===== src/design/httc_pkg.sv =====
`timescale 1ns / 1ps

package httc_pkg;

    localparam int CHANNELS     = 2;
    localparam int CHAN_W       = (CHANNELS > 1) ? $clog2(CHANNELS) : 1;
    localparam int HANDLE_W     = 32;
    localparam int CHAN_SHIFT   = 28;
    localparam int TOP_W        = HANDLE_W - CHAN_SHIFT;
    localparam int ARG_W        = 32;
    localparam int NS_W         = 32;
    localparam int TIMER_W      = 16;
    localparam int MAX_EVENTS   = 2;
    localparam int EVENT_CNT_W  = 2;

    localparam int CFG_INDEX_W  = 2;
    localparam int CFG_W        = 32;
    localparam logic [CFG_W-1:0] MIN_SINGLE_RESET = 32'd5000;
    localparam logic [CFG_W-1:0] MIN_CYCLE_RESET  = 32'd100000;

    localparam int NS_PER_COUNT = 2304;
    localparam logic [TIMER_W-1:0] MAX_COUNT = 16'hFFFF;
    localparam longint OVER_NS_L = (longint'(MAX_COUNT) + 1) * NS_PER_COUNT;
    localparam logic [NS_W-1:0] OVER_NS = OVER_NS_L[NS_W-1:0];

    // 2304 = 256 * 9: shift by 8, then multiply by a reciprocal of 9
    localparam int PRE_SHIFT    = 8;
    localparam int DIV_REST     = NS_PER_COUNT >> PRE_SHIFT;
    localparam int DIV_IN_W     = CHAN_SHIFT - PRE_SHIFT;
    localparam int RECIP_SHIFT  = 23;
    localparam int RECIP_W      = 24;
    localparam int RECIP_INT    = ((1 << RECIP_SHIFT) + DIV_REST - 1) / DIV_REST;
    localparam logic [RECIP_W-1:0] RECIP_MUL = RECIP_INT[RECIP_W-1:0];

    typedef enum logic [1:0] {
        MODE_MODIFY = 2'd0,
        MODE_DELETE = 2'd1,
        MODE_TICK   = 2'd2,
        MODE_UNUSED = 2'd3
    } mode_t;

    typedef enum logic [1:0] {
        ST_OK          = 2'd0,
        ST_INVALID     = 2'd1,
        ST_NOT_CREATED = 2'd2
    } status_t;

    typedef enum logic {
        KIND_REPLY  = 1'b0,
        KIND_EXPIRY = 1'b1
    } kind_t;

    localparam logic [CFG_INDEX_W-1:0] REG_MIN_SINGLE = 2'd0;
    localparam logic [CFG_INDEX_W-1:0] REG_MIN_CYCLE  = 2'd1;

    typedef struct packed {
        logic               over;
        logic [TIMER_W-1:0] target;
    } count_t;

    typedef struct packed {
        kind_t               kind;
        status_t             status;
        logic [HANDLE_W-1:0] handle;
        logic [ARG_W-1:0]    argument;
        logic                last;
    } result_t;

    typedef struct packed {
        logic [EVENT_CNT_W-1:0]         n;
        result_t [MAX_EVENTS-1:0]       slot;
    } bank_out_t;

endpackage


===== src/design/handle_tagged_timer_channels.sv =====
`timescale 1ns / 1ps

// channel   direction  handshake           fields
// command   in         start, busy         mode, handle_in, timeout_ns, continuous, argument
// result    out        done (one cycle)    kind, status, handle_out, argument_out, last
// config    in         cfg_wr_en           cfg_index, cfg_data
//
// a command is taken when start is high and busy low; its results appear
// on the next cycle, one item per cycle, each marked by done for one cycle.
// modify, delete and ticks with at most one expiry never raise busy; a tick
// with two expiries holds busy while the second item goes out.
// rst_n is asynchronous: all channels free and stopped, limits at reset values.
// the receiver cannot stall: done items must be taken when shown.

module handle_tagged_timer_channels
(
    input  logic                              clk,
    input  logic                              rst_n,
    input  logic                              start,
    output logic                              busy,
    input  logic [1:0]                        mode,
    input  logic [httc_pkg::HANDLE_W-1:0]     handle_in,
    input  logic [httc_pkg::NS_W-1:0]         timeout_ns,
    input  logic                              continuous,
    input  logic [httc_pkg::ARG_W-1:0]        argument,
    input  logic                              cfg_wr_en,
    input  logic [httc_pkg::CFG_INDEX_W-1:0]  cfg_index,
    input  logic [httc_pkg::CFG_W-1:0]        cfg_data,
    output logic                              done,
    output logic                              kind,
    output logic [1:0]                        status,
    output logic [httc_pkg::HANDLE_W-1:0]     handle_out,
    output logic [httc_pkg::ARG_W-1:0]        argument_out,
    output logic                              last
);

    logic                accept;
    logic                pend_vld;
    httc_pkg::count_t    count;
    httc_pkg::bank_out_t bank_out;
    httc_pkg::result_t   out_res;

    assign accept = start && !busy;
    assign busy   = pend_vld;

    httc_timeout_scale u_scale
    (
        .clk        (clk),
        .rst_n      (rst_n),
        .cfg_wr_en  (cfg_wr_en),
        .cfg_index  (cfg_index),
        .cfg_data   (cfg_data),
        .timeout_ns (timeout_ns),
        .continuous (continuous),
        .count      (count)
    );

    httc_channel_bank u_bank
    (
        .clk        (clk),
        .rst_n      (rst_n),
        .accept     (accept),
        .mode       (mode),
        .handle_in  (handle_in),
        .continuous (continuous),
        .argument   (argument),
        .count      (count),
        .bank_out   (bank_out)
    );

    httc_result_queue u_queue
    (
        .clk      (clk),
        .rst_n    (rst_n),
        .accept   (accept),
        .bank_out (bank_out),
        .out_vld  (done),
        .out_res  (out_res),
        .pend_vld (pend_vld)
    );

    assign kind         = out_res.kind;
    assign status       = out_res.status;
    assign handle_out   = out_res.handle;
    assign argument_out = out_res.argument;
    assign last         = out_res.last;

`ifndef SYNTHESIS
    a_busy_means_output: assert property (@(posedge clk) disable iff (!rst_n)
        busy |-> done)
        else $error("pending item without a shown item");

    a_not_last_followed: assert property (@(posedge clk) disable iff (!rst_n)
        done && !last |=> done && last)
        else $error("second item of a tick missing");

    a_last_frees: assert property (@(posedge clk) disable iff (!rst_n)
        done && last |-> !busy)
        else $error("busy after the last item");

    a_command_reply: assert property (@(posedge clk) disable iff (!rst_n)
        start && !busy && (mode == httc_pkg::MODE_MODIFY || mode == httc_pkg::MODE_DELETE)
        |=> done && last && kind == httc_pkg::KIND_REPLY)
        else $error("command without reply");
`endif

endmodule


===== src/design/httc_timeout_scale.sv =====
`timescale 1ns / 1ps

module httc_timeout_scale
(
    input  logic                              clk,
    input  logic                              rst_n,
    input  logic                              cfg_wr_en,
    input  logic [httc_pkg::CFG_INDEX_W-1:0]  cfg_index,
    input  logic [httc_pkg::CFG_W-1:0]        cfg_data,
    input  logic [httc_pkg::NS_W-1:0]         timeout_ns,
    input  logic                              continuous,
    output httc_pkg::count_t                  count
);

    logic [httc_pkg::CFG_W-1:0] min_single_reg;
    logic [httc_pkg::CFG_W-1:0] min_cycle_reg;
    logic [httc_pkg::NS_W-1:0]  t_ns;
    logic [httc_pkg::DIV_IN_W-1:0] div_in;
    logic [httc_pkg::DIV_IN_W+httc_pkg::RECIP_W-1:0] product;

    always_ff @(posedge clk or negedge rst_n)
    begin
        if (!rst_n)
        begin
            min_single_reg <= httc_pkg::MIN_SINGLE_RESET;
            min_cycle_reg  <= httc_pkg::MIN_CYCLE_RESET;
        end
        else if (cfg_wr_en)
        begin
            if (cfg_index == httc_pkg::REG_MIN_SINGLE)
            begin
                min_single_reg <= cfg_data;
            end
            if (cfg_index == httc_pkg::REG_MIN_CYCLE)
            begin
                min_cycle_reg <= cfg_data;
            end
        end
    end

    // raise to the mode minimum
    always_comb
    begin
        if (continuous)
        begin
            t_ns = (timeout_ns < min_cycle_reg) ? min_cycle_reg : timeout_ns;
        end
        else
        begin
            t_ns = (timeout_ns < min_single_reg) ? min_single_reg : timeout_ns;
        end
    end

    // below the overflow bound the value fits in 28 bits
    assign div_in  = t_ns[httc_pkg::CHAN_SHIFT-1:httc_pkg::PRE_SHIFT];
    assign product = (httc_pkg::DIV_IN_W+httc_pkg::RECIP_W)'(div_in)
                   * (httc_pkg::DIV_IN_W+httc_pkg::RECIP_W)'(httc_pkg::RECIP_MUL);

    assign count.over   = (t_ns >= httc_pkg::OVER_NS);
    assign count.target = product[httc_pkg::RECIP_SHIFT +: httc_pkg::TIMER_W];

endmodule


===== src/design/httc_channel_bank.sv =====
`timescale 1ns / 1ps

module httc_channel_bank
(
    input  logic                           clk,
    input  logic                           rst_n,
    input  logic                           accept,
    input  logic [1:0]                     mode,
    input  logic [httc_pkg::HANDLE_W-1:0]  handle_in,
    input  logic                           continuous,
    input  logic [httc_pkg::ARG_W-1:0]     argument,
    input  httc_pkg::count_t               count,
    output httc_pkg::bank_out_t            bank_out
);

    localparam int CH = httc_pkg::CHANNELS;

    logic [httc_pkg::HANDLE_W-1:0] handle_reg   [CH];
    logic [httc_pkg::HANDLE_W-1:0] handle_next  [CH];
    logic [httc_pkg::ARG_W-1:0]    arg_reg      [CH];
    logic [httc_pkg::ARG_W-1:0]    arg_next     [CH];
    logic                          periodic_reg [CH];
    logic                          periodic_next[CH];
    logic                          running_reg  [CH];
    logic                          running_next [CH];
    logic [httc_pkg::TIMER_W-1:0]  target_reg   [CH];
    logic [httc_pkg::TIMER_W-1:0]  target_next  [CH];
    logic [httc_pkg::TIMER_W-1:0]  count_reg    [CH];
    logic [httc_pkg::TIMER_W-1:0]  count_next   [CH];

    httc_pkg::mode_t               cmd;
    logic [httc_pkg::TOP_W-1:0]    top;
    logic                          top_valid;
    logic [httc_pkg::CHAN_W-1:0]   chan_idx;
    logic                          free_found;
    logic [httc_pkg::CHAN_W-1:0]   free_idx;
    logic                          go;
    logic [httc_pkg::CHAN_W-1:0]   sel;
    logic [httc_pkg::HANDLE_W-1:0] base;
    logic [httc_pkg::HANDLE_W-1:0] new_handle;
    logic [httc_pkg::TIMER_W:0]    inc;
    logic [httc_pkg::EVENT_CNT_W-1:0] n;
    httc_pkg::result_t             ev;

    assign cmd       = httc_pkg::mode_t'(mode);
    assign top       = handle_in[httc_pkg::HANDLE_W-1:httc_pkg::CHAN_SHIFT];
    assign top_valid = (top != '0) && (top <= httc_pkg::TOP_W'(CH));
    assign chan_idx  = httc_pkg::CHAN_W'(top - httc_pkg::TOP_W'(1));

    // lowest free channel
    always_comb
    begin
        free_found = 1'b0;
        free_idx   = '0;
        for (int i = CH - 1; i >= 0; i--)
        begin
            if (handle_reg[i] == '0)
            begin
                free_found = 1'b1;
                free_idx   = httc_pkg::CHAN_W'(i);
            end
        end
    end

    always_comb
    begin
        handle_next   = handle_reg;
        arg_next      = arg_reg;
        periodic_next = periodic_reg;
        running_next  = running_reg;
        target_next   = target_reg;
        count_next    = count_reg;
        bank_out      = '0;
        go            = 1'b0;
        sel           = '0;
        base          = '0;
        new_handle    = '0;
        inc           = '0;
        n             = '0;
        ev            = '0;

        if (accept)
        begin
            unique case (cmd)
                httc_pkg::MODE_MODIFY:
                begin
                    bank_out.n             = httc_pkg::EVENT_CNT_W'(1);
                    bank_out.slot[0].kind  = httc_pkg::KIND_REPLY;
                    bank_out.slot[0].last  = 1'b1;
                    if (handle_in == '0)
                    begin
                        if (free_found)
                        begin
                            go  = 1'b1;
                            sel = free_idx;
                        end
                        else
                        begin
                            bank_out.slot[0].status = httc_pkg::ST_NOT_CREATED;
                        end
                    end
                    else if (top_valid)
                    begin
                        go  = 1'b1;
                        sel = chan_idx;
                    end
                    else
                    begin
                        bank_out.slot[0].status = httc_pkg::ST_INVALID;
                        bank_out.slot[0].handle = handle_in;
                    end

                    if (go)
                    begin
                        if (handle_reg[sel] == '0)
                        begin
                            base = {httc_pkg::TOP_W'(sel) + httc_pkg::TOP_W'(1),
                                    {httc_pkg::CHAN_SHIFT{1'b0}}};
                        end
                        else
                        begin
                            base = handle_reg[sel];
                        end
                        // generation advances with wrap, channel nibble kept
                        new_handle = {base[httc_pkg::HANDLE_W-1:httc_pkg::CHAN_SHIFT],
                                      base[httc_pkg::CHAN_SHIFT-1:0]
                                      + httc_pkg::CHAN_SHIFT'(1)};
                        handle_next[sel]        = new_handle;
                        bank_out.slot[0].handle = new_handle;
                        if (count.over)
                        begin
                            bank_out.slot[0].status = httc_pkg::ST_NOT_CREATED;
                        end
                        else
                        begin
                            bank_out.slot[0].status = httc_pkg::ST_OK;
                            arg_next[sel]      = argument;
                            periodic_next[sel] = continuous;
                            target_next[sel]   = count.target;
                            count_next[sel]    = '0;
                            running_next[sel]  = 1'b1;
                        end
                    end
                end

                httc_pkg::MODE_DELETE:
                begin
                    bank_out.n             = httc_pkg::EVENT_CNT_W'(1);
                    bank_out.slot[0].kind  = httc_pkg::KIND_REPLY;
                    bank_out.slot[0].last  = 1'b1;
                    bank_out.slot[0].status = httc_pkg::ST_OK;
                    if (handle_in == '0)
                    begin
                        bank_out.slot[0].handle = '0;
                    end
                    else if (!top_valid)
                    begin
                        bank_out.slot[0].status = httc_pkg::ST_INVALID;
                        bank_out.slot[0].handle = handle_in;
                    end
                    else if (handle_reg[chan_idx] != handle_in)
                    begin
                        bank_out.slot[0].handle = handle_in;
                    end
                    else
                    begin
                        handle_next[chan_idx]   = '0;
                        running_next[chan_idx]  = 1'b0;
                        bank_out.slot[0].handle = '0;
                    end
                end

                httc_pkg::MODE_TICK:
                begin
                    for (int i = 0; i < CH; i++)
                    begin
                        if (running_reg[i])
                        begin
                            inc = {1'b0, count_reg[i]} + (httc_pkg::TIMER_W+1)'(1);
                            if (inc >= {1'b0, target_reg[i]})
                            begin
                                // channels past the event limit hold their count
                                if (n < httc_pkg::EVENT_CNT_W'(httc_pkg::MAX_EVENTS))
                                begin
                                    ev.kind     = httc_pkg::KIND_EXPIRY;
                                    ev.status   = httc_pkg::ST_OK;
                                    ev.handle   = handle_reg[i];
                                    ev.argument = arg_reg[i];
                                    ev.last     = 1'b0;
                                    if (n == '0)
                                    begin
                                        bank_out.slot[0] = ev;
                                    end
                                    else
                                    begin
                                        bank_out.slot[1] = ev;
                                    end
                                    n             = n + httc_pkg::EVENT_CNT_W'(1);
                                    count_next[i] = '0;
                                    if (!periodic_reg[i])
                                    begin
                                        running_next[i] = 1'b0;
                                    end
                                end
                            end
                            else
                            begin
                                count_next[i] = inc[httc_pkg::TIMER_W-1:0];
                            end
                        end
                    end
                    bank_out.n = n;
                    if (n == httc_pkg::EVENT_CNT_W'(1))
                    begin
                        bank_out.slot[0].last = 1'b1;
                    end
                    else if (n == httc_pkg::EVENT_CNT_W'(2))
                    begin
                        bank_out.slot[1].last = 1'b1;
                    end
                end

                default:
                begin
                    bank_out = '0;
                end
            endcase
        end
    end

    always_ff @(posedge clk or negedge rst_n)
    begin
        if (!rst_n)
        begin
            for (int i = 0; i < CH; i++)
            begin
                handle_reg[i]  <= '0;
                running_reg[i] <= 1'b0;
            end
        end
        else
        begin
            handle_reg  <= handle_next;
            running_reg <= running_next;
        end
    end

    always_ff @(posedge clk)
    begin
        arg_reg      <= arg_next;
        periodic_reg <= periodic_next;
        target_reg   <= target_next;
        count_reg    <= count_next;
    end

endmodule


===== src/design/httc_result_queue.sv =====
`timescale 1ns / 1ps

module httc_result_queue
(
    input  logic                 clk,
    input  logic                 rst_n,
    input  logic                 accept,
    input  httc_pkg::bank_out_t  bank_out,
    output logic                 out_vld,
    output httc_pkg::result_t    out_res,
    output logic                 pend_vld
);

    logic              out_vld_reg;
    logic              out_vld_next;
    logic              pend_vld_reg;
    logic              pend_vld_next;
    httc_pkg::result_t out_res_reg;
    httc_pkg::result_t out_res_next;
    httc_pkg::result_t pend_res_reg;
    httc_pkg::result_t pend_res_next;

    always_comb
    begin
        out_vld_next  = 1'b0;
        pend_vld_next = 1'b0;
        out_res_next  = out_res_reg;
        pend_res_next = pend_res_reg;
        if (accept)
        begin
            out_vld_next  = (bank_out.n != '0);
            pend_vld_next = (bank_out.n == httc_pkg::EVENT_CNT_W'(2));
            out_res_next  = bank_out.slot[0];
            pend_res_next = bank_out.slot[1];
        end
        else if (pend_vld_reg)
        begin
            // second item of a tick goes out the cycle after the first
            out_vld_next = 1'b1;
            out_res_next = pend_res_reg;
        end
    end

    always_ff @(posedge clk or negedge rst_n)
    begin
        if (!rst_n)
        begin
            out_vld_reg  <= 1'b0;
            pend_vld_reg <= 1'b0;
        end
        else
        begin
            out_vld_reg  <= out_vld_next;
            pend_vld_reg <= pend_vld_next;
        end
    end

    always_ff @(posedge clk)
    begin
        out_res_reg  <= out_res_next;
        pend_res_reg <= pend_res_next;
    end

    assign out_vld  = out_vld_reg;
    assign out_res  = out_res_reg;
    assign pend_vld = pend_vld_reg;

endmodule


===== config.mk =====
export PLATFORM = sky130hd
export DESIGN_NAME = handle_tagged_timer_channels
export DESIGN_NICKNAME = d
export VERILOG_FILES = /design/src/design/httc_pkg.sv /design/src/design/handle_tagged_timer_channels.sv /design/src/design/httc_timeout_scale.sv /design/src/design/httc_channel_bank.sv /design/src/design/httc_result_queue.sv
export SDC_FILE = /design/constraint.sdc
export NUM_CORES = 1
export LEC_CHECK = 0
export BUFFER_PORTS_ARGS = -buffer_cell sky130_fd_sc_hd__buf_2
export CORE_AREA = 2 2 237 297
export DETAILED_ROUTE_END_ITERATION = 8
export DIE_AREA = 0 0 239 299
export GPL_TIMING_DRIVEN = 0
export MAX_ROUTING_LAYER = met4
export PLACE_DENSITY = 0.55
export SLEW_MARGIN = 20
export SYNTH_ARGS = -nofsm -noshare
export SYNTH_HDL_FRONTEND = slang
export SYNTH_SLANG_ARGS = --single-unit

===== constraint.sdc =====
create_clock -name clk -period 12.9 [get_ports clk]
set_input_delay 2.58 -clock clk [delete_from_list [all_inputs] [get_ports clk]]
set_output_delay 2.58 -clock clk [all_outputs]
set_load 0.005 [all_outputs]

=== Yosys cells after proc, flatten, opt, wreduce, memory -nomap -nowiden ===
Index checks and enable logic that the tools add are counted.

* Logic and storage cells: 203
* Register bits: 398
* Output and inout port bits: 70
* Input bits: 137

* Equality and inequality tests: 15
* Multipliers: 1
* Bitwise gates (word level): 10
* Reduce and logical (&&, ||, !) cells: 27
* $add $sub $neg: 6
* Magnitude comparators: 11
* Muxes and demuxes: 107

{| class="wikitable"
|+ Operators by type and width
! cell !! count
|-
| 2-to-1 mux 32 bit || 22
|-
| 2-to-1 mux 136 bit || 4
|-
| 2-to-1 mux 68 bit || 6
|-
| 2-to-1 mux 64 bit || 4
|-
| 2-to-1 mux 138 bit || 1
|-
| bitwise mux 64 bit || 2
|-
| zero test 32 bit || 4
|-
| one-hot mux 64 bit (2 select lines) || 1
|-
| one-hot mux 35 bit (3 select lines) || 1
|-
| 2-to-1 mux 16 bit || 6
|-
| bitwise AND 64 bit || 1
|-
| demux 32 bit (select 1 bit) || 2
|-
| less-than comparator 32 bit || 2
|-
| inverter 64 bit || 1
|-
| one-hot mux 32 bit (2 select lines) || 1
|-
| multiplier 20 x 18 -> 37 bit, second input constant || 1
|-
| adder 16 x 1 -> 17 bit, second input constant || 2
|-
| greater-or-equal comparator 17 x 16 -> 1 bit || 2
|-
| 2-to-1 mux 34 bit || 1
|-
| 2-to-1 mux 33 bit || 1
|-
| bitwise AND 32 bit || 1
|-
| bitwise mux 32 bit || 1
|-
| greater-or-equal comparator 32 x 28 -> 1 bit, second input constant || 1
|-
| 2-to-1 mux 2 bit || 16
|-
| other kinds (39) || 93
|}

=== Logic depth before layout (Yosys ltp) ===
Gate-level depths: netlist of run 1.

* Word-level depth: 22
* Gate-level depth with buffers: 36
* Depth with buffers taken out: 34

=== Hierarchy ===
A second synthesis of run 1 with hierarchy kept.

* Cells, all modules: 2,637
* Area total of the unflattened synthesis: 27,996.9 um2

{| class="wikitable"
|+ By module, submodules not included
! module !! instances !! cells each !! seq. area each (um2) !! area an instance (um2)
|-
| httc_channel_bank || 1 || 1,328 || 5,555.3 || 12,774.8
|-
| httc_timeout_scale || 1 || 1,089 || 1,615.3 || 10,191.0
|-
| httc_result_queue || 1 || 219 || 4,134.0 || 5,017.3
|-
| handle_tagged_timer_channels || 1 || 1 || 0.0 || 13.8
|}

=== Worst setup path after synthesis of run 1 ===
OpenSTA, ideal clock, no wires.

* Path kind: input port to flip-flop
* Start point: input port timeout_ns[30] (netlist bit)
* End point: register u_bank.target_reg[25] (netlist bit), data pin
* Data arrival time: 10.039 ns
* Path buffers: 1
* Data required time: 12.636 ns
* Setup time: 0.264 ns
* Setup slack: 2.597 ns
* Stages on the path: 32
* Cells stage by stage: ha_1 nand4_1 or4_1 or3_4 a31oi_4 nor2_4 buf_6 mux2i_1 mux2i_1 xor2_1 ha_1 a21o_1 ha_1 inv_1 fa_1 inv_1 fa_1 fa_1 inv_1 fa_1 inv_1 ha_1 and4_1 a211oi_1 o21ai_0 and3_1 inv_1 o41ai_1 o21ai_2 o21ai_0 a21boi_0 xnor2_1

{| class="wikitable"
|+ RTL lines
! what !! RTL line !! RTL
|-
| start: declaration || handle_tagged_timer_channels.sv:23 || <nowiki>input logic [httc_pkg::NS_W-1:0] timeout_ns,</nowiki>
|-
| end signal: assignment || httc_channel_bank.sv:252 || <nowiki>target_reg <= target_next;</nowiki>
|-
| end: declaration || httc_channel_bank.sv:26 || <nowiki>logic [httc_pkg::TIMER_W-1:0] target_reg [CH];</nowiki>
|}

==> flow_metrics.env, run 1 <==
export IMPL_status="finished clean"
export IMPL_yosysTopAreaCellShare_pct=29.1
export IMPL_r2r_start="u_scale.min_cycle_reg[10]$_DFFE_PN1P_"
export IMPL_cts_tree="built"
export IMPL_yosys_warnings=0
export IMPL_ys_ff_latch=396
export IMPL_crit_path_max_fanout=10
export IMPL_stdcell_area_sq_um=31200
export IMPL_portBuffers=206
export IMPL_antenna_found_initial=6
export IMPL_synth_nets=3176
export IMPL_drive_gt1_share_pct=13.5
export IMPL_grt_use_total_pct=25.0
export IMPL_hp_start="u_scale.min_cycle_reg[25]$_DFFE_PN0P_"
export IMPL_clock_latency_ns=0.61
export IMPL_syn_area_sq_um=27300
export IMPL_die_y_um=299
export IMPL_synth_cell_types=90
export IMPL_synthMostInstantiatedCell="nand2_1"
export IMPL_synth_common_cells="305 x nand2_1, 264 x edfxtp_1, 261 x inv_1"
export IMPL_syn_to_final_growth_pct=14.3
export IMPL_cts_setup_buffers=0
export IMPL_placed_area_sq_um=29600
export IMPL_firstDrtPassIters=5
export IMPL_place_gp_congestion=0.965
export IMPL_ant_nets=0
export IMPL_largest_reg_flops=68
export IMPL_cts_root_buf="clkbuf_16"
export IMPL_fin_crit_sh_pct=88.1
export IMPL_floorplan_core_area_sq_um=68900
export IMPL_syn_inst=2702
export IMPL_synth_edf_count=264
export IMPL_drv_cap=0
export IMPL_grt_max_degree=85
export IMPL_synth_top_flop_cell="edfxtp_1"
export IMPL_rsz0062_at_grt="no"
export IMPL_cp_start_kind="input port"
export IMPL_h_tree_depth=2
export IMPL_max_freq_ghz=0.0880
export IMPL_initial_core_util_pct=39.6
export IMPL_fin_nets=3445
export IMPL_period_minus_slack_ns=11.36
export IMPL_postCtsHoldBufs=0
export IMPL_vias=21500
export IMPL_cts_resized=0
export IMPL_slew_headroom_pct=21.0
export IMPL_critPathSlowestCell="mux2i_1"
export IMPL_yosysTopAreaCell="edfxtp_1"
export IMPL_drc_errors=0
export IMPL_hold_viol=0
export IMPL_clk_path_buf_depth=3
export IMPL_crit_type="input port to flip-flop"
export IMPL_hp_class="flip-flop to flip-flop"
export IMPL_synthTopCellsByArea="edfxtp_1 29%, ha_1 12%, dfrtp_1 11%, fa_1 5.7%, nand2_1 4.2%"
export IMPL_wl_per_cell_um=22.6
export IMPL_rows=108
export IMPL_syn_avg_cell_area_sq_um=10.1
export IMPL_r2r_slack_ns=3.27
export IMPL_avgViaCountPerCell=5.52
export IMPL_holdPathStages=1
export IMPL_routed_wl_um=87900
export IMPL_finalSetupViolations=0
export IMPL_pin_count=207
export IMPL_dp_hpwl_um=67700
export IMPL_grt_ovfl_total=0
export IMPL_multiInputGateArea_sq_um=14500
export IMPL_arrival_ns=11.69
export IMPL_maxSlewViolCount=0
export IMPL_path_clk_slew_ns=0.07
export IMPL_drtIter0Drc=1434
export IMPL_ff2ff_path_depth=32
export IMPL_tns_ns=0
export IMPL_grt_pass1_wl_um=132000
export IMPL_ys_async_sr_fraction_pct=33.3
export IMPL_regArea_sq_um=11200
export IMPL_cp_end_kind="flip-flop"
export IMPL_holdPathEnd="u_scale.min_cycle_reg[25]$_DFFE_PN0P_"
export IMPL_die_w_um=239
export IMPL_numCtsBuffers=44
export IMPL_clock_sinks=396
export IMPL_timing_rr_end="u_bank.target_reg[15]$_DFFE_PP_"
export IMPL_fillers=6571
export IMPL_slowest_delay_ns=0.63
export IMPL_grt_pass1_vias=22000
export IMPL_fin_skew_ns=0.0353
export IMPL_die_area_sq_um=71500
export IMPL_tightest_slew_ns=1.18
export IMPL_yosysSeqAreaShare_pct=41.2
export IMPL_cp_data_required_time_ns=13.23
==> logic make-up (layout without fill, tap and decap cells) <==
logic type	Yosys count	count (layout)	share of synthesized area [%]
flip-flops	396	396	41.2
XOR/XNOR	135	135	4.34
adder cells (fa/ha/maj)	339	339	17.7
AO/OA/AOI/OAI	530	530	12.6
multiplexers	138	138	5.31
AND/OR/NAND/NOR	757	757	13.0
other	0	8	0
buffers and inverters	407	712	5.80
==> metal layers <==
metal / wire length [um] / vias up / global-route usage (%)
met3: 4480 / 190 / 3.17
met5: 0 / - / -
met4: 3290 / 0 / 9.05
met1: 35300 / 10500 / 29.3
met2: 44800 / 663 / 43.9
li1: - / 10100 / -
==> worst max path at each step <==
stage                    from  slack (ns)                              end
2_1_floorplan  timeout_ns[30]        2.60  u_bank.target_reg[25]$_DFFE_PP_
3_3_place_gp   timeout_ns[25]       -1.22     u_bank.arg_reg[45]$_DFFE_PP_
3_5_place_dp   timeout_ns[21]        0.89  u_bank.target_reg[31]$_DFFE_PP_
4_1_cts        timeout_ns[21]        1.52  u_bank.target_reg[15]$_DFFE_PP_
5_1_grt        timeout_ns[25]        1.05  u_bank.target_reg[15]$_DFFE_PP_
6_report       timeout_ns[21]        1.54  u_bank.target_reg[15]$_DFFE_PP_
==> cells in the final DEF (no fill, tap or decap), types with 15 or more instances in the layout <==
cell | netlist | routed
a21o_1 | 45 | 45
a21oi_1 | 129 | 128
a221oi_1 | 30 | 30
a22o_1 | 31 | 31
a32o_1 | 24 | 24
and2_1 | 35 | 35
and3_1 | 30 | 30
buf_2 | 17 | 222
clkbuf_1 | 107 | 115
clkbuf_16 | 0 | 44
dfrtp_1 | 121 | 121
edfxtp_1 | 264 | 264
fa_1 | 78 | 78
ha_1 | 259 | 259
inv_1 | 261 | 260
mux2_2 | 41 | 41
mux2i_1 | 93 | 92
nand2_1 | 305 | 305
nand3_1 | 78 | 78
nand4_1 | 39 | 39
nor2_1 | 151 | 150
nor3_1 | 20 | 18
nor4_1 | 38 | 38
o21ai_0 | 174 | 174
o31ai_1 | 15 | 15
xnor2_1 | 69 | 69
xor2_1 | 66 | 66
==> worst max-delay path: cells and delay by family <==
family | cells | cell delay, ns
buffers and inverters | 5 | 1.03
multiplexers | 2 | 0.79
AND/OR/NAND/NOR | 5 | 0.87
adder cells (fa/ha/maj) | 8 | 3.47
AO/OA/AOI/OAI | 11 | 2.89
==> area by class of cell <==
class	instances	share of cell area (%)
Multi-Input combinational cell	1899	46.5
Sequential cell	396	36.1
Timing Repair Buffer	223	3.96
Clock buffer	55	3.76
Tap cell	880	3.53
Inverter	262	3.16
Buffer	145	1.92
Clock inverter	27	1.05
Antenna cell	8	0.0642
==> per-stage QoR <==
stage          cells  hold WS (ns)  util [%]  setup WS (ns)
3_3_place_gp    3788         0.490      42.7          -1.22
6_report        3895         0.503      45.2           1.54
5_1_grt         3893         0.527      45.2           1.05
3_5_place_dp    3805         0.495      43.0          0.890
2_1_floorplan   2702         0.479         -           2.60
4_1_cts         3887         0.510      45.2           1.52
Power of run 1 is not shown: default switching activity piles up to over one toggle a cycle in this logic, so the estimate is an artifact.
==> run 2: changes to the inputs <==
--- a/config.mk
+++ b/config.mk
@@ -6,13 +6,14 @@
 export NUM_CORES = 1
 export LEC_CHECK = 0
 export BUFFER_PORTS_ARGS = -buffer_cell sky130_fd_sc_hd__buf_2
-export CORE_AREA = 2 2 237 297
+export CORE_AREA = 2 2 240 301
 export DETAILED_ROUTE_END_ITERATION = 8
-export DIE_AREA = 0 0 239 299
+export DIE_AREA = 0 0 242 303
 export GPL_TIMING_DRIVEN = 0
 export MAX_ROUTING_LAYER = met4
 export PLACE_DENSITY = 0.55
 export SLEW_MARGIN = 20
 export SYNTH_ARGS = -nofsm -noshare
 export SYNTH_HDL_FRONTEND = slang
+export SYNTH_HIERARCHICAL = 1
 export SYNTH_SLANG_ARGS = --single-unit
==> run 2 against run 1 <==
Against the previous run:
- synthesized cell count decreased by 2.4%
- maximum frequency increased by 3.2%
- via count decreased by 0.49%
- cell count about the same
- clock skew decreased by 0.0063 ns
- critical path type unchanged
- critical endpoint is now u_bank/target_reg[10]$_DFFE_PP_
- highest routed layer unchanged
==> flow_metrics.env, run 2 <==
export IMPL_status="finished clean"
export IMPL_final_cell_mix="275 x inv_1, 266 x edfxtp_1, 257 x ha_1, 236 x buf_2, 177 x nand2_1"
export IMPL_dp_hpwl_um=68600
export IMPL_yosysTopAreaCellShare_pct=28.5
export IMPL_synthTopCellsByArea="edfxtp_1 29%, ha_1 11%, dfrtp_1 11%, fa_1 5.9%, mux2_2 4.3%"
export IMPL_synth_common_cells="275 x inv_1, 266 x edfxtp_1, 257 x ha_1"
export IMPL_arrival_ns=11.33
export IMPL_regArea_sq_um=11300
export IMPL_die_area_sq_um=73300
export IMPL_slowest_delay_ns=0.72
export IMPL_cts_resized=0
export IMPL_grt_pass1_vias=22600
export IMPL_wl_per_cell_um=22.6
export IMPL_fillers=6707
export IMPL_crit_type="input port to flip-flop"
export IMPL_rows=109
export IMPL_cts_root_buf="clkbuf_16"
export IMPL_clock_sinks=398
export IMPL_fin_ws_ns=1.89
export IMPL_portBuffers=205
export IMPL_multiInputGateArea_sq_um=15000
export IMPL_rsz0062_at_grt="no"
export IMPL_tightest_slew_ns=0.949
export IMPL_yosysSeqAreaShare_pct=40.4
export IMPL_cts_setup_buffers=0
export IMPL_die_y_um=303
export IMPL_met2_usage_pct=44.2
export IMPL_synth_cell_types=90
export IMPL_ant_nets=0
export IMPL_fin_skew_ns=0.0290
export IMPL_met3_usage_pct=2.51
export IMPL_grt_ovfl_total=0
export IMPL_max_freq_ghz=0.0908
export IMPL_postCtsHoldBufs=0
export IMPL_grt_use_total_pct=24.7
export IMPL_antenna_found_initial=8
export IMPL_synthMostInstantiatedCell="inv_1"
export IMPL_grt_pass1_wl_um=135000
export IMPL_routed_wl_um=88000
export IMPL_drv_cap=0
export IMPL_cts_tree="built"
export IMPL_yosys_warnings=6
export IMPL_syn_avg_cell_area_sq_um=10.6
export IMPL_hold_viol=0
export IMPL_drtIter0Drc=1470
export IMPL_final_common_cell="inv_1"
export IMPL_numCtsBuffers=45
export IMPL_path_clk_slew_ns=0.06
export IMPL_place_gp_congestion=0.989
export IMPL_grt_use_met1_pct=28.1
export IMPL_tns_ns=0
export IMPL_finalSetupViolations=0
export IMPL_syn_area_sq_um=28000
export IMPL_critPathSlowestCell="mux2i_1"
export IMPL_grt_max_degree=86
export IMPL_drive_gt1_share_pct=17.0
export IMPL_pin_count=207
export IMPL_synth_top_flop_cell="edfxtp_1"
export IMPL_grt_busiest_layer="met2"
export IMPL_fin_nets=3387
export IMPL_cp_end_kind="flip-flop"
export IMPL_crit_path_max_fanout=10
export IMPL_drc_errors=0
export IMPL_initial_core_util_pct=39.8
export IMPL_floorplan_core_area_sq_um=70400
export IMPL_clk_path_buf_depth=3
export IMPL_vias=21400
export IMPL_maxSlewViolCount=0
export IMPL_fin_crit_sh_pct=85.3
export IMPL_dpl_worst_slack_ns=1.32
export IMPL_ys_async_sr_fraction_pct=33.2
export IMPL_avgViaCountPerCell=5.49
export IMPL_clock_latency_ns=0.60
export IMPL_die_w_um=242
export IMPL_cp_start_kind="input port"
export IMPL_syn_to_final_growth_pct=14.6
export IMPL_ys_ff_latch=398
export IMPL_h_tree_depth=2
export IMPL_slew_headroom_pct=34.9
export IMPL_final_core_util_pct=45.6
export IMPL_firstDrtPassIters=8
export IMPL_hp_class="flip-flop to flip-flop"
export IMPL_syn_inst=2637
export IMPL_yosysTopAreaCell="edfxtp_1"
export IMPL_period_minus_slack_ns=11.01
export IMPL_synth_edf_count=266
export IMPL_cp_data_required_time_ns=13.22
run 2: stage by stage:
stage / cells / hold slack (ns) / cell area [sq um]
6_report: 3896 / 0.527 / 32100
3_3_place_gp: 3786 / 0.512 / 30200
5_1_grt: 3894 / 0.550 / 32100
3_5_place_dp: 3807 / 0.517 / 30500
4_1_cts: 3888 / 0.526 / 32000
2_1_floorplan: 2638 / 0.487 / 28000
run 2: final cells by class:
| cell class | count | area share (%) |
|---|---|---|
| Multi-Input combinational cell | 1815 | 46.6 |
| Inverter | 275 | 3.22 |
| Buffer | 150 | 2.27 |
| Timing Repair Buffer | 226 | 4.17 |
| Tap cell | 943 | 3.68 |
| Antenna cell | 8 | 0.0624 |
| Clock buffer | 63 | 3.94 |
| Clock inverter | 18 | 0.772 |
| Sequential cell | 398 | 35.2 |
run 2: logic make-up (layout without fill, tap and decap cells):
kind of cell / count (synthesis) / in the layout / share of synthesized area (%)
compound gates: 508 / 508 / 12.7
fa+ha+maj: 340 / 340 / 17.4
buf+inv: 425 / 732 / 6.29
flops: 398 / 398 / 40.4
xor+xnor: 134 / 134 / 4.19
other cells: 1 / 10 / 0.0134
mux: 195 / 195 / 7.49
simple gates: 636 / 636 / 11.6
run 2: worst paths after layout:
path | end | cells after the start | slack, ns | startpoint
max | u_bank/target_reg[10]$_DFFE_PP_ | 30 | 1.89 | timeout_ns[13]
min | u_scale/min_single_reg[7]$_DFFE_PN1P_ | 2 | 0.53 | u_scale/min_single_reg[7]$_DFFE_PN1P_
max reg2reg | u_bank/target_reg[10]$_DFFE_PP_ | 30 | 3.56 | u_scale/min_single_reg[12]$_DFFE_PN1P_
min reg2reg | u_scale/min_single_reg[7]$_DFFE_PN1P_ | 2 | 0.53 | u_scale/min_single_reg[7]$_DFFE_PN1P_
max in group asynchronous | u_bank/handle_reg[41]$_DFFE_PN0P_ | 2 | 10.16 | rst_n
min in group asynchronous | u_scale/min_single_reg[26]$_DFFE_PN0P_ | 1 | 1.89 | rst_n
run 2: per-layer routing:
layer | up-vias | part of all wire [%]
li1 | 10000 | -
met1 | 10500 | 40
met2 | 690 | 51
met3 | 200 | 4.4
met4 | 0 | 4.6
met5 | - | 0
run 2: critical path: cells and delay by family:
family,cells,cell delay [ns]
fa+ha+maj,7,3.14
compound gates,7,1.69
buf+inv,8,1.61
simple gates,6,1.47
mux,2,0.84
Power of run 2 is left out for the same reason.
